File: src/rtl/rps_pkg.sv
`timescale 1ns / 1ps
// Shared types, constants and sequencing functions of the relay pull-in/hold supervisor.
package rps_pkg;

	localparam int unsigned PWM_PERIOD_TICKS = 4800;
	// The period is a whole multiple of 100, so a percent duty maps by one product.
	localparam logic [12:0] COMPARE_PER_PCT = 13'(PWM_PERIOD_TICKS / 100);
	localparam logic [6:0]  DUTY_FULL       = 7'd100;

	localparam logic [2:0] OP_TICK     = 3'd0;
	localparam logic [2:0] OP_OFF      = 3'd1;
	localparam logic [2:0] OP_SINGLE   = 3'd2;
	localparam logic [2:0] OP_THREE    = 3'd3;
	localparam logic [2:0] OP_RESET    = 3'd4;
	localparam logic [2:0] OP_SELFTEST = 3'd5;

	localparam logic [1:0] CFG_SETTLE = 2'd0;
	localparam logic [1:0] CFG_HOLD   = 2'd1;
	localparam logic [1:0] CFG_GAP    = 2'd2;

	localparam logic [2:0] STEP_NONE = 3'd0;
	localparam logic [2:0] STEP_LAST = 3'd4;

	typedef enum logic [2:0] {
		ST_IDLE,
		ST_ON_SINGLE,
		ST_ON_THREE,
		ST_OFF,
		ST_GAP
	} seq_st_t;

	typedef enum logic [1:0] {
		RES_WAIT,
		RES_FAIL,
		RES_PASS
	} step_res_t;

	typedef struct packed {
		logic [15:0] settle_ticks;
		logic [6:0]  hold_percent;
		logic [15:0] gap_ticks;
	} cfg_t;

	typedef struct packed {
		logic        rel;
		logic        hlth;
		seq_st_t     st;
		logic [15:0] wc;
		logic [2:0]  step;
		logic        ok;
		logic [6:0]  d1;
		logic [6:0]  d23;
	} sup_state_t;

	typedef struct packed {
		sup_state_t s;
		step_res_t  r;
	} cmd_ret_t;

	// Packed in the order of the output tdata, lowest field last.
	typedef struct packed {
		logic        passed;
		logic        done_res;
		logic        busy_res;
		logic        healthy;
		logic        relay_closed;
		logic [12:0] compare_two_three;
		logic [12:0] compare_one;
	} result_t;

	function automatic logic [6:0] hold_duty(logic [6:0] hold);
		return (hold > DUTY_FULL) ? DUTY_FULL : hold;
	endfunction

	function automatic logic [12:0] duty_to_compare(logic [6:0] duty);
		return 13'({6'd0, duty} * COMPARE_PER_PCT);
	endfunction

	function automatic logic [2:0] step_op(logic [2:0] step);
		logic [2:0] op;
		case (step)
			3'd1: op = OP_SINGLE;
			3'd3: op = OP_THREE;
			default: op = OP_OFF;
		endcase
		return op;
	endfunction

	function automatic cmd_ret_t finish_on(sup_state_t s, logic three, logic m1, logic m23,
			logic [6:0] hold);
		cmd_ret_t c;
		c.s      = s;
		c.s.rel  = 1'b1;
		c.s.d1   = hold_duty(hold);
		c.s.d23  = three ? hold_duty(hold) : 7'd0;
		c.s.hlth = !m1 && (three ? !m23 : m23);
		c.s.st   = ST_IDLE;
		c.r      = c.s.hlth ? RES_PASS : RES_FAIL;
		return c;
	endfunction

	function automatic cmd_ret_t finish_off(sup_state_t s, logic m1, logic m23);
		cmd_ret_t c;
		c.s      = s;
		c.s.rel  = 1'b0;
		c.s.hlth = m1 && m23;
		c.s.st   = ST_IDLE;
		c.r      = c.s.hlth ? RES_PASS : RES_FAIL;
		return c;
	endfunction

	function automatic cmd_ret_t start_cmd(sup_state_t s, logic [2:0] op, logic m1, logic m23,
			cfg_t cfg);
		cmd_ret_t c;
		logic     three;
		three = (op == OP_THREE);
		c.s   = s;
		c.r   = RES_WAIT;
		if (op == OP_OFF) begin
			c.s.d1  = 7'd0;
			c.s.d23 = 7'd0;
			if (cfg.settle_ticks == 16'd0) begin
				c = finish_off(c.s, m1, m23);
			end else begin
				c.s.wc = cfg.settle_ticks;
				c.s.st = ST_OFF;
			end
		end else if (!s.hlth) begin
			// An on command is refused at once while the supervisor is unhealthy.
			c.r = RES_FAIL;
		end else begin
			c.s.d1  = DUTY_FULL;
			c.s.d23 = three ? DUTY_FULL : 7'd0;
			if (cfg.settle_ticks == 16'd0) begin
				c = finish_on(c.s, three, m1, m23, cfg.hold_percent);
			end else begin
				c.s.wc = cfg.settle_ticks;
				c.s.st = three ? ST_ON_THREE : ST_ON_SINGLE;
			end
		end
		return c;
	endfunction

endpackage

File: src/rtl/rps_cfg_regs.sv
`timescale 1ns / 1ps
// Configuration register file: settle time, hold duty and self-test gap.
module rps_cfg_regs
	import rps_pkg::*;
(
	input  logic        clk,
	input  logic        arst_n,
	input  logic        cfg_we,
	input  logic [1:0]  cfg_index,
	input  logic [15:0] cfg_wdata,
	output cfg_t        cfg
);

	cfg_t cfg_q;

	always_ff @(posedge clk or negedge arst_n) begin
		if (!arst_n) begin
			cfg_q.settle_ticks <= 16'd100;
			cfg_q.hold_percent <= 7'd50;
			cfg_q.gap_ticks    <= 16'd100;
		end else if (cfg_we) begin
			case (cfg_index)
				CFG_SETTLE: cfg_q.settle_ticks <= cfg_wdata;
				CFG_HOLD:   cfg_q.hold_percent <= cfg_wdata[6:0];
				CFG_GAP:    cfg_q.gap_ticks    <= cfg_wdata;
				default: ;
			endcase
		end
	end

	assign cfg = cfg_q;

endmodule

File: src/rtl/rps_core.sv
`timescale 1ns / 1ps
// Supervisor state and the next-state and result logic for one item.
module rps_core
	import rps_pkg::*;
(
	input  logic       clk,
	input  logic       arst_n,
	input  logic       fire,
	input  logic [2:0] opcode,
	input  logic       mirror_one,
	input  logic       mirror_two_three,
	input  cfg_t       cfg,
	output result_t    res
);

	sup_state_t cur_q;
	sup_state_t nxt;
	cmd_ret_t   c;
	step_res_t  r;
	logic       have_r;
	logic       going;
	logic       done;
	logic       pass;

	always_comb begin
		nxt    = cur_q;
		c      = '{s: cur_q, r: RES_WAIT};
		r      = RES_WAIT;
		have_r = 1'b0;
		going  = 1'b0;
		done   = 1'b0;
		pass   = 1'b0;
		if (cur_q.st != ST_IDLE) begin
			// Commands are dropped while a sequence runs; only ticks advance it.
			if (opcode == OP_TICK) begin
				if (nxt.wc != 16'd0) begin
					nxt.wc = nxt.wc - 16'd1;
				end
				if (nxt.wc == 16'd0) begin
					if (nxt.st == ST_GAP) begin
						nxt.st = ST_IDLE;
						c = start_cmd(nxt, step_op(nxt.step), mirror_one, mirror_two_three, cfg);
					end else if (nxt.st == ST_OFF) begin
						c = finish_off(nxt, mirror_one, mirror_two_three);
					end else begin
						c = finish_on(nxt, nxt.st == ST_ON_THREE, mirror_one, mirror_two_three,
							cfg.hold_percent);
					end
					nxt    = c.s;
					r      = c.r;
					have_r = (c.r != RES_WAIT);
				end
			end
		end else if (opcode == OP_OFF || opcode == OP_SINGLE || opcode == OP_THREE) begin
			c      = start_cmd(nxt, opcode, mirror_one, mirror_two_three, cfg);
			nxt    = c.s;
			r      = c.r;
			have_r = (c.r != RES_WAIT);
		end else if (opcode == OP_RESET) begin
			nxt.hlth = 1'b1;
			nxt.d1   = 7'd0;
			nxt.d23  = 7'd0;
			nxt.rel  = 1'b0;
			done     = 1'b1;
			pass     = 1'b1;
		end else if (opcode == OP_SELFTEST) begin
			nxt.step = 3'd1;
			nxt.ok   = 1'b1;
			c        = start_cmd(nxt, OP_SINGLE, mirror_one, mirror_two_three, cfg);
			nxt      = c.s;
			r        = c.r;
			have_r   = (c.r != RES_WAIT);
		end

		// With zero settle and gap times a whole self-test can finish on one item,
		// so the step chain is unrolled over the four self-test steps.
		going = have_r;
		for (int i = 0; i < 4; i++) begin
			if (going) begin
				if (nxt.step == STEP_NONE) begin
					done  = 1'b1;
					pass  = (r == RES_PASS);
					going = 1'b0;
				end else begin
					if (r != RES_PASS) begin
						nxt.ok = 1'b0;
					end
					if (nxt.step >= STEP_LAST) begin
						done     = 1'b1;
						pass     = nxt.ok;
						nxt.step = STEP_NONE;
						going    = 1'b0;
					end else begin
						nxt.step = nxt.step + 3'd1;
						if (cfg.gap_ticks != 16'd0) begin
							nxt.wc = cfg.gap_ticks;
							nxt.st = ST_GAP;
							going  = 1'b0;
						end else begin
							c   = start_cmd(nxt, step_op(nxt.step), mirror_one, mirror_two_three,
								cfg);
							nxt = c.s;
							r   = c.r;
							if (c.r == RES_WAIT) begin
								going = 1'b0;
							end
						end
					end
				end
			end
		end

		res.compare_one       = duty_to_compare(nxt.d1);
		res.compare_two_three = duty_to_compare(nxt.d23);
		res.relay_closed      = nxt.rel;
		res.healthy           = nxt.hlth;
		res.busy_res          = (nxt.st != ST_IDLE);
		res.done_res          = done;
		res.passed            = done && pass;
	end

	always_ff @(posedge clk or negedge arst_n) begin
		if (!arst_n) begin
			cur_q.rel  <= 1'b0;
			cur_q.hlth <= 1'b1;
			cur_q.st   <= ST_IDLE;
			cur_q.wc   <= 16'd0;
			cur_q.step <= STEP_NONE;
			cur_q.ok   <= 1'b1;
			cur_q.d1   <= 7'd0;
			cur_q.d23  <= 7'd0;
		end else if (fire) begin
			cur_q <= nxt;
		end
	end

	a_step_implies_busy: assert property (@(posedge clk) disable iff (!arst_n)
		(cur_q.step != STEP_NONE) |-> (cur_q.st != ST_IDLE))
		else $error("self-test step pending with the sequencer idle");

	a_gap_in_selftest: assert property (@(posedge clk) disable iff (!arst_n)
		(cur_q.st == ST_GAP) |-> (cur_q.step != STEP_NONE))
		else $error("gap wait outside a self-test");

	a_duty_range: assert property (@(posedge clk) disable iff (!arst_n)
		(cur_q.d1 <= DUTY_FULL) && (cur_q.d23 <= DUTY_FULL))
		else $error("coil duty above 100 percent");

	a_pullin_full: assert property (@(posedge clk) disable iff (!arst_n)
		(cur_q.st == ST_ON_SINGLE || cur_q.st == ST_ON_THREE) |-> (cur_q.d1 == DUTY_FULL))
		else $error("pull-in wait without full L1 duty");

	a_reset_fault: assert property (@(posedge clk) disable iff (!arst_n)
		(fire && cur_q.st == ST_IDLE && opcode == OP_RESET) |=>
			(cur_q.hlth && !cur_q.rel && cur_q.d1 == 7'd0))
		else $error("fault reset did not restore a healthy open relay");

endmodule

File: src/rtl/relay_pullin_hold_supervisor.sv
`timescale 1ns / 1ps
// Top level of the relay pull-in/hold supervisor: stream handshake and result register.
//
// Usage: each transfer on the s_axis channel is one tick or command (opcode plus both
// mirror contact levels). Every accepted item produces exactly one result transfer on
// m_axis carrying both PWM compare values, the relay and health flags, busy, done and
// passed. Settle time, hold duty and self-test gap are written over the cfg_* port
// while no item is in flight.
// Pipeline: an item passes the input register, then the state update and the result
// register. Throughput: one item per cycle while m_axis_tready does not hold the result;
// all sequencing for an item, including a self-test that completes on one item, is
// resolved combinationally between the input register and the result register.
// Reset: arst_n clears both pipeline valid flags, sets the relay off, duties to zero,
// health to one and the configuration to settle 100, hold 50 percent, gap 100.
// Stalls: while m_axis_tready is low the result is held, one further item may still be
// accepted into the input register, and s_axis_tready then drops until the result moves.
module relay_pullin_hold_supervisor
	import rps_pkg::*;
(
	input  logic        clk,
	input  logic        arst_n,
	input  logic        s_axis_tvalid,
	output logic        s_axis_tready,
	// [2:0] opcode, [3] mirror_one, [4] mirror_two_three, [7:5] zero
	input  logic [7:0]  s_axis_tdata,
	output logic        m_axis_tvalid,
	input  logic        m_axis_tready,
	// [12:0] compare_one, [25:13] compare_two_three, [26] relay_closed, [27] healthy,
	// [28] busy_res, [29] done_res, [30] passed, [31] zero
	output logic [31:0] m_axis_tdata,
	input  logic        cfg_we,
	input  logic [1:0]  cfg_index,
	input  logic [15:0] cfg_wdata
);

	cfg_t       cfg;
	result_t    res;
	result_t    res_s2;
	logic       valid_s2;
	logic [4:0] item_s1;
	logic       valid_s1;
	logic       adv;
	logic       fire_s1;

	assign adv           = !valid_s2 || m_axis_tready;
	assign fire_s1       = valid_s1 && adv;
	assign s_axis_tready = !valid_s1 || adv;

	always_ff @(posedge clk or negedge arst_n) begin
		if (!arst_n) begin
			valid_s1 <= 1'b0;
		end else if (s_axis_tready) begin
			valid_s1 <= s_axis_tvalid;
		end
	end

	always_ff @(posedge clk) begin
		if (s_axis_tready && s_axis_tvalid) begin
			item_s1 <= s_axis_tdata[4:0];
		end
	end

	always_ff @(posedge clk or negedge arst_n) begin
		if (!arst_n) begin
			valid_s2 <= 1'b0;
		end else if (adv) begin
			valid_s2 <= valid_s1;
		end
	end

	always_ff @(posedge clk) begin
		if (fire_s1) begin
			res_s2 <= res;
		end
	end

	rps_cfg_regs u_cfg (
		.clk       (clk),
		.arst_n    (arst_n),
		.cfg_we    (cfg_we),
		.cfg_index (cfg_index),
		.cfg_wdata (cfg_wdata),
		.cfg       (cfg)
	);

	rps_core u_core (
		.clk              (clk),
		.arst_n           (arst_n),
		.fire             (fire_s1),
		.opcode           (item_s1[2:0]),
		.mirror_one       (item_s1[3]),
		.mirror_two_three (item_s1[4]),
		.cfg              (cfg),
		.res              (res)
	);

	assign m_axis_tvalid = valid_s2;
	assign m_axis_tdata  = {1'b0, res_s2};

endmodule

File: config.mk
export PLATFORM = sky130hd
export DESIGN_NAME = relay_pullin_hold_supervisor
export DESIGN_NICKNAME = d
export VERILOG_FILES = /design/src/rtl/rps_pkg.sv /design/src/rtl/rps_cfg_regs.sv /design/src/rtl/rps_core.sv /design/src/rtl/relay_pullin_hold_supervisor.sv
export SDC_FILE = /design/constraint.sdc
export NUM_CORES = 1
export LEC_CHECK = 0
export BUFFER_PORTS_ARGS = -buffer_cell sky130_fd_sc_hd__buf_2
export CAP_MARGIN = 20
export CORE_UTILIZATION = 45
export CTS_BUF_LIST = sky130_fd_sc_hd__clkbuf_8 sky130_fd_sc_hd__clkbuf_16
export DETAILED_ROUTE_END_ITERATION = 6
export GPL_ROUTABILITY_DRIVEN = 0
export SYNTH_ARGS = -nofsm -noshare
export SYNTH_HDL_FRONTEND = slang
export SYNTH_SLANG_ARGS = --single-unit
File: constraint.sdc
create_clock -name clk -period 10.5 [get_ports clk]
set_input_delay 0.525 -clock clk [delete_from_list [all_inputs] [get_ports clk]]
set_output_delay 0.525 -clock clk [all_outputs]
set_load 0.01 [all_outputs]
==> flow_metrics.tcl, run 1 <==
set metrics [dict create \
    status "finished, final reports clean" \
    chipHeight_um 152 \
    finalHoldViolations 0 \
    antenna_found_initial 0 \
    worstPathRequired_ns 10.64 \
    synth_edf_count 28 \
    fin_util 0.493 \
    fin_ws_ns 1.08 \
    timing.rr.start "u_core.cur_q[18]$_DFFE_PN0P_" \
    critPathArrivalTime_ns 9.56 \
    p_int_w 0.00148 \
    fin_crit_sh 0.897 \
    syn_avg_cell_area_um2 7.95 \
    avgRoutedWirePerCell_um 23.3 \
    grt_max_degree 59 \
    synth_commonest_cells "nand2_1, a21oi_1, nor2_1" \
    path_clk_slew_ns 0.09 \
    die-width_um 152 \
    hold_class "in2async" \
    power_frac_seq 0.283 \
    die-area_um2 23100 \
    fillers 2204 \
    sw_frac_of_total 0.510 \
    vdd_drop_max_mv 0.172 \
    rows 54 \
    grt_pass1_wl_um 57100 \
    layout-drive-gt1-share 0.152 \
    slew_headroom 0.287 \
    post_synth_num_cell_types 99 \
    slew_violations 0 \
    fp.coreArea_um2 21900 \
    drv_cap 0 \
    cpMaxStageDelayCell "or4_1" \
    htreeDepth 3 \
    finalNetCount 1333 \
    grt_remaining_overflow 0 \
    seqCellArea_um2 2860 \
    wl_um 36200 \
    dp_hpwl_um 26300 \
    drt_pass1_iterations 6 \
    netSwitchingPower_w 0.00154 \
    finalSetupTns_ns 0 \
    pre_cts_ws_ns 1.32 \
    drt_iter0_markers 1608 \
    ant_nets 0 \
    tritoncts "built" \
    critPathKind "reg2reg" \
    synthTopCellsByArea "dfrtp_1, edfxtp_1, a21oi_1, o21ai_0, mux2_2" \
    clock_skew_ns 0.0238 \
    io_pins 65 \
    cts_resized 0 \
    ys_seq_elements 108 \
    synth_top_cell_area_share 0.171 \
    multiInputGateArea_um2 6720 \
    cts_buffers 9 \
    grt_pass1_vias 9843 \
    async_flop_share 0.741 \
    cts_num_sinks 108 \
    cp_num_buf_inv 4 \
    ctsHoldBuffers 0 \
    initial_core_util 0.461 \
    worst_path_dominant_cell_family "simple AND/OR/NAND/NOR gates" \
    cts-root-buf "clkbuf_16" \
    power_per_cell_area_nw_per_um2 280 \
    clockBufferDepth 2 \
    critPathMaxFanout 11 \
    drc_errors 0 \
    crit_start "u_core.cur_q[18]$_DFFE_PN0P_" \
    antenna_cells 0 \
    pwr-share-clk 0.121 \
    clock_latency_ns 0.38 \
    fin_crit_ns 9.42 \
    routed_via_density 6.89 \
    synth_top_area_cell "dfrtp_1" \
    postCtsSetupBuffers 0 \
    p_leak_nw 4.06 \
    seq_area_frac_synth 0.283 \
    slowest_delay_ns 0.79 \
    synth.most_common_cell "nand2_1" \
    max_freq_ghz 0.106 \
    postSynthCellCount 1270 \
    area_growth_pct 6.86 \
    worstMarginPinSlew_ns 1.06 \
    grtUsageTotal 0.312 \
    vias 10700 \
    setup_violations 0 \
    worst_hold_slack_ns 0.0393 \
    worstSetupStartpointType "register" \
    end_kind "register" \
    combinationalPowerShare 0.596 \
    syn-cell-area_um2 10100 \
    io_buffers 52 \
    synth_flop_cell "dfrtp_1" \
    yosys_warnings 0 \
    rsz0062_at_grt "no" \
]
## final timing paths
kind | endpoint | slack, ns | depth (start not counted)
setup / recovery | m_axis_tdata[25]$_DFFE_PP_ | 1.08 | 34
hold / removal | u_cfg.cfg[34]$_DFFE_PN0P_ | 0.04 | 1
setup reg to reg | m_axis_tdata[25]$_DFFE_PP_ | 1.08 | 34
hold reg to reg | m_axis_tvalid$_DFFE_PN0P_ | 0.50 | 1
max in group asynchronous | u_core.cur_q[6]$_DFFE_PN0P_ | 9.38 | 2
min in group clk | item_s1[2]$_DFFE_PP_ | 0.31 | 1
## per-stage QoR
step,instance area [um2],instances,total power [W]
6_report,10800,1552,0.00302
2_1_floorplan,10100,1278,0.00213
3_3_place_gp,10500,1535,0.00259
5_1_grt,10800,1552,0.00325
4_1_cts,10800,1552,0.00298
3_5_place_dp,10500,1536,0.00261
## power groups by stage
| stage | clock, W | sequential, W | combinational (W) |
|---|---|---|---|
| detailed placement | 0 | 0.000852 | 0.00176 |
| floorplan | 0 | 0.000735 | 0.00139 |
| CTS | 0.000369 | 0.000844 | 0.00176 |
| finish | 0.000365 | 0.000856 | 0.00180 |
| global route | 0.000384 | 0.000875 | 0.00199 |
| global placement | 0 | 0.000850 | 0.00174 |
## cells by family (layout without fill, tap and decap cells)
logic type / Yosys count / in the layout / share of synthesized area
compound gates: 501 / 501 / 0.341
buf+inv: 134 / 128 / 0.0568
flops: 108 / 108 / 0.283
simple gates: 430 / 430 / 0.210
mux: 47 / 47 / 0.0523
fa+ha+maj: 35 / 35 / 0.0448
xor+xnor: 14 / 14 / 0.0121
other cells: 1 / 9 / 0.000371
## layout make-up
type / count / area share
clock buffer: 9 / 0.0209
clock inverter: 7 / 0.00730
inverter: 39 / 0.0136
multi-input combinational: 1036 / 0.623
sequential: 108 / 0.265
tap: 280 / 0.0325
timing repair buffer: 73 / 0.0386
## registers in the layout, summed over array words and instances (netlist names)
name	flops
u_cfg.cfg	39
u_core.cur_q	39
m_axis_tdata	23
item_s1	5
m_axis_tvalid	1
valid_s1	1
## cells in the final DEF (no fill, tap or decap), types with 10 or more instances in the layout
master	count
a21oi_1	114
dfstp_2	11
nand3_1	22
o21ai_0	97
o22ai_1	28
dfrtp_1	69
or3_1	11
nor4_1	17
nor2b_1	10
edfxtp_1	28
and2_1	15
mux2_2	42
buf_2	51
ha_1	33
nor3_1	38
buf_4	21
nand2_1	123
a211oi_1	23
a31oi_1	28
a21o_1	12
o31ai_1	15
o211ai_1	16
and3_1	17
nor2_1	108
a22oi_1	17
nand2b_1	20
xnor2_1	11
a221oi_1	26
o21a_1	11
inv_1	36
## per-layer routing
metal / routed length (um) / GRT usage / vias up
met2: 15200 / 0.456 / 681
li1: - / - / 4835
met1: 16000 / 0.454 / 5079
met3: 3810 / 0.0627 / 92
met5: 0 / 0 / -
met4: 1190 / 0.115 / 0
(Power assumes the default switching activity.)
==> inputs of run 2 (changes only) <==
BUFFER_PORTS_ARGS = -buffer_cell sky130_fd_sc_hd__clkbuf_2   (was -buffer_cell sky130_fd_sc_hd__buf_2)
PLACE_DENSITY = 0.6   (was not set)
==> run 2 against run 1 <==
  * Hold slack improved by 0.0098 ns
  * Sequential share of layout area barely moved
  * Clock-buffer cell count did not move
  * Global-route usage fell by 0.15 points
  * Die area did not move
  * Critical endpoint unchanged
==> flow_metrics.tcl, run 2 (synthesis results as in run 1) <==
set metrics [dict create \
    grtUsageTotal 0.311 \
    r2r-end "m_axis_tdata[25]$_DFFE_PP_" \
    layout_common_cells "nand2_1, a21oi_1, nor2_1" \
    timing.rr.start "u_core.cur_q[18]$_DFFE_PN0P_" \
    io_pins 65 \
    rsz0062_at_grt "no" \
    initial_core_util 0.461 \
    dp_hpwl_um 26300 \
    cts_resized 0 \
    cts-root-buf "clkbuf_16" \
    cts_num_sinks 108 \
    end_kind "register" \
    cpMaxStageDelayCell "or4_1" \
    final_common_cell "nand2_1" \
    instances_no_fill 1552 \
    slew_violations 0 \
    grt_max_degree 59 \
    max_freq_ghz 0.107 \
    routed_via_density 6.87 \
    finalNetCount 1333 \
    critPathKind "reg2reg" \
    chipHeight_um 152 \
    multiInputGateArea_um2 6720 \
    power_per_cell_area_nw_per_um2 279 \
    worstPathRequired_ns 10.63 \
    fp.coreArea_um2 21900 \
    seqCellArea_um2 2860 \
    vias 10700 \
    grt_pass1_wl_um 56800 \
    io_buffers 52 \
    worst_path_dominant_cell_family "simple AND/OR/NAND/NOR gates" \
    cts_buffers 9 \
    tritoncts "built" \
    drt_iter0_markers 1434 \
    cp_num_buf_inv 4 \
    path_clk_slew_ns 0.10 \
    drc_errors 0 \
    vdd_drop_max_mv 0.177 \
    layout-drive-gt1-share 0.152 \
    status "finished, final reports clean" \
    postCtsSetupBuffers 0 \
    finalHoldViolations 0 \
    area_growth_pct 6.75 \
    pre_cts_ws_ns 1.38 \
    antenna_found_initial 1 \
    dp.cells 1536 \
    finalSetupTns_ns 0 \
    antenna_cells 0 \
    grt_remaining_overflow 0 \
    rows 54 \
    setup_violations 0 \
    worst_hold_slack_ns 0.0490 \
    worstSetupStartpointType "register" \
    slowest_delay_ns 0.79 \
    htreeDepth 3 \
    clock_latency_ns 0.38 \
    wl_um 36300 \
    drv_cap 0 \
    ctsHoldBuffers 0 \
    die-width_um 152 \
    r2r_cells 34 \
    r2r_slack_ns 1.16 \
    ant_nets 0 \
    fin_crit_ns 9.34 \
    grt_pass1_vias 9760 \
    fin_ws_ns 1.16 \
    p_leak_nw 4.07 \
    worstMarginPinSlew_ns 1.07 \
    clock_skew_ns 0.0174 \
    avgRoutedWirePerCell_um 23.4 \
    critPathArrivalTime_ns 9.48 \
    drt_pass1_iterations 6 \
    slew_headroom 0.278 \
    fin_util 0.493 \
    fillers 2187 \
    critPathMaxFanout 11 \
    hold_class "in2async" \
    clockBufferDepth 2 \
    die-area_um2 23100 \
    fin_crit_sh 0.890 \
]
run 2: changes by cell type in the layout (fill, tap and decap cells not counted):
cell / delta
clkbuf_2: +51
buf_2: -51
inv_6: +1
clkinv_4: +1
clkinv_2: +1
inv_8: -1
clkinv_8: -1
inv_4: -1
run 2: report_power, final:
part           internal (W)  switching [W]  leakage, nW
logic              0.000688        0.00111         2.73
clock network      0.000168       0.000187        0.145
registers          0.000621       0.000237         1.19
total               0.00148        0.00153         4.07
run 2: worst max-delay path by stage:
stage | from | end | depth (start not counted)
2_1_floorplan | u_core.cur_q[34]$_DFFE_PN0P_ | m_axis_tdata[25]$_DFFE_PP_ | 39
3_3_place_gp | u_core.cur_q[18]$_DFFE_PN0P_ | m_axis_tdata[11]$_DFFE_PP_ | 35
3_5_place_dp | u_core.cur_q[18]$_DFFE_PN0P_ | m_axis_tdata[25]$_DFFE_PP_ | 34
4_1_cts | u_core.cur_q[18]$_DFFE_PN0P_ | m_axis_tdata[25]$_DFFE_PP_ | 34
5_1_grt | u_core.cur_q[19]$_DFFE_PN0P_ | m_axis_tdata[11]$_DFFE_PP_ | 39
6_report | u_core.cur_q[18]$_DFFE_PN0P_ | m_axis_tdata[25]$_DFFE_PP_ | 34
run 2: worst register-to-register path: cells and delay by family, from the launching register on:
kind / cells / cell delay (ns)
compound gates: 11 / 2.87
fa+ha+maj: 4 / 1.06
buf+inv: 4 / 0.48
flops: 1 / 0.53
mux: 1 / 0.33
simple gates: 14 / 3.83
run 2: per-stage QoR:
step                      total power (W)  instance area (um2)
after CTS                         0.00297                10800
final                             0.00301                10800
after global routing              0.00324                10800
after detailed placement          0.00261                10500
after global placement            0.00259                10500
after floorplan                   0.00213                10100
run 2: layer usage:
metal,GRT usage,part of all wire
met1,0.451,0.44
met2,0.455,0.43
met3,0.0653,0.10
met4,0.109,0.032
met5,0,0.00025
run 2: layout make-up:
class,count,share of cell area
tap,280,0.0325
multi-input combinational,1036,0.623
timing repair buffer,73,0.0386
clock buffer,9,0.0209
sequential,108,0.265
inverter,39,0.0136
clock inverter,7,0.00627
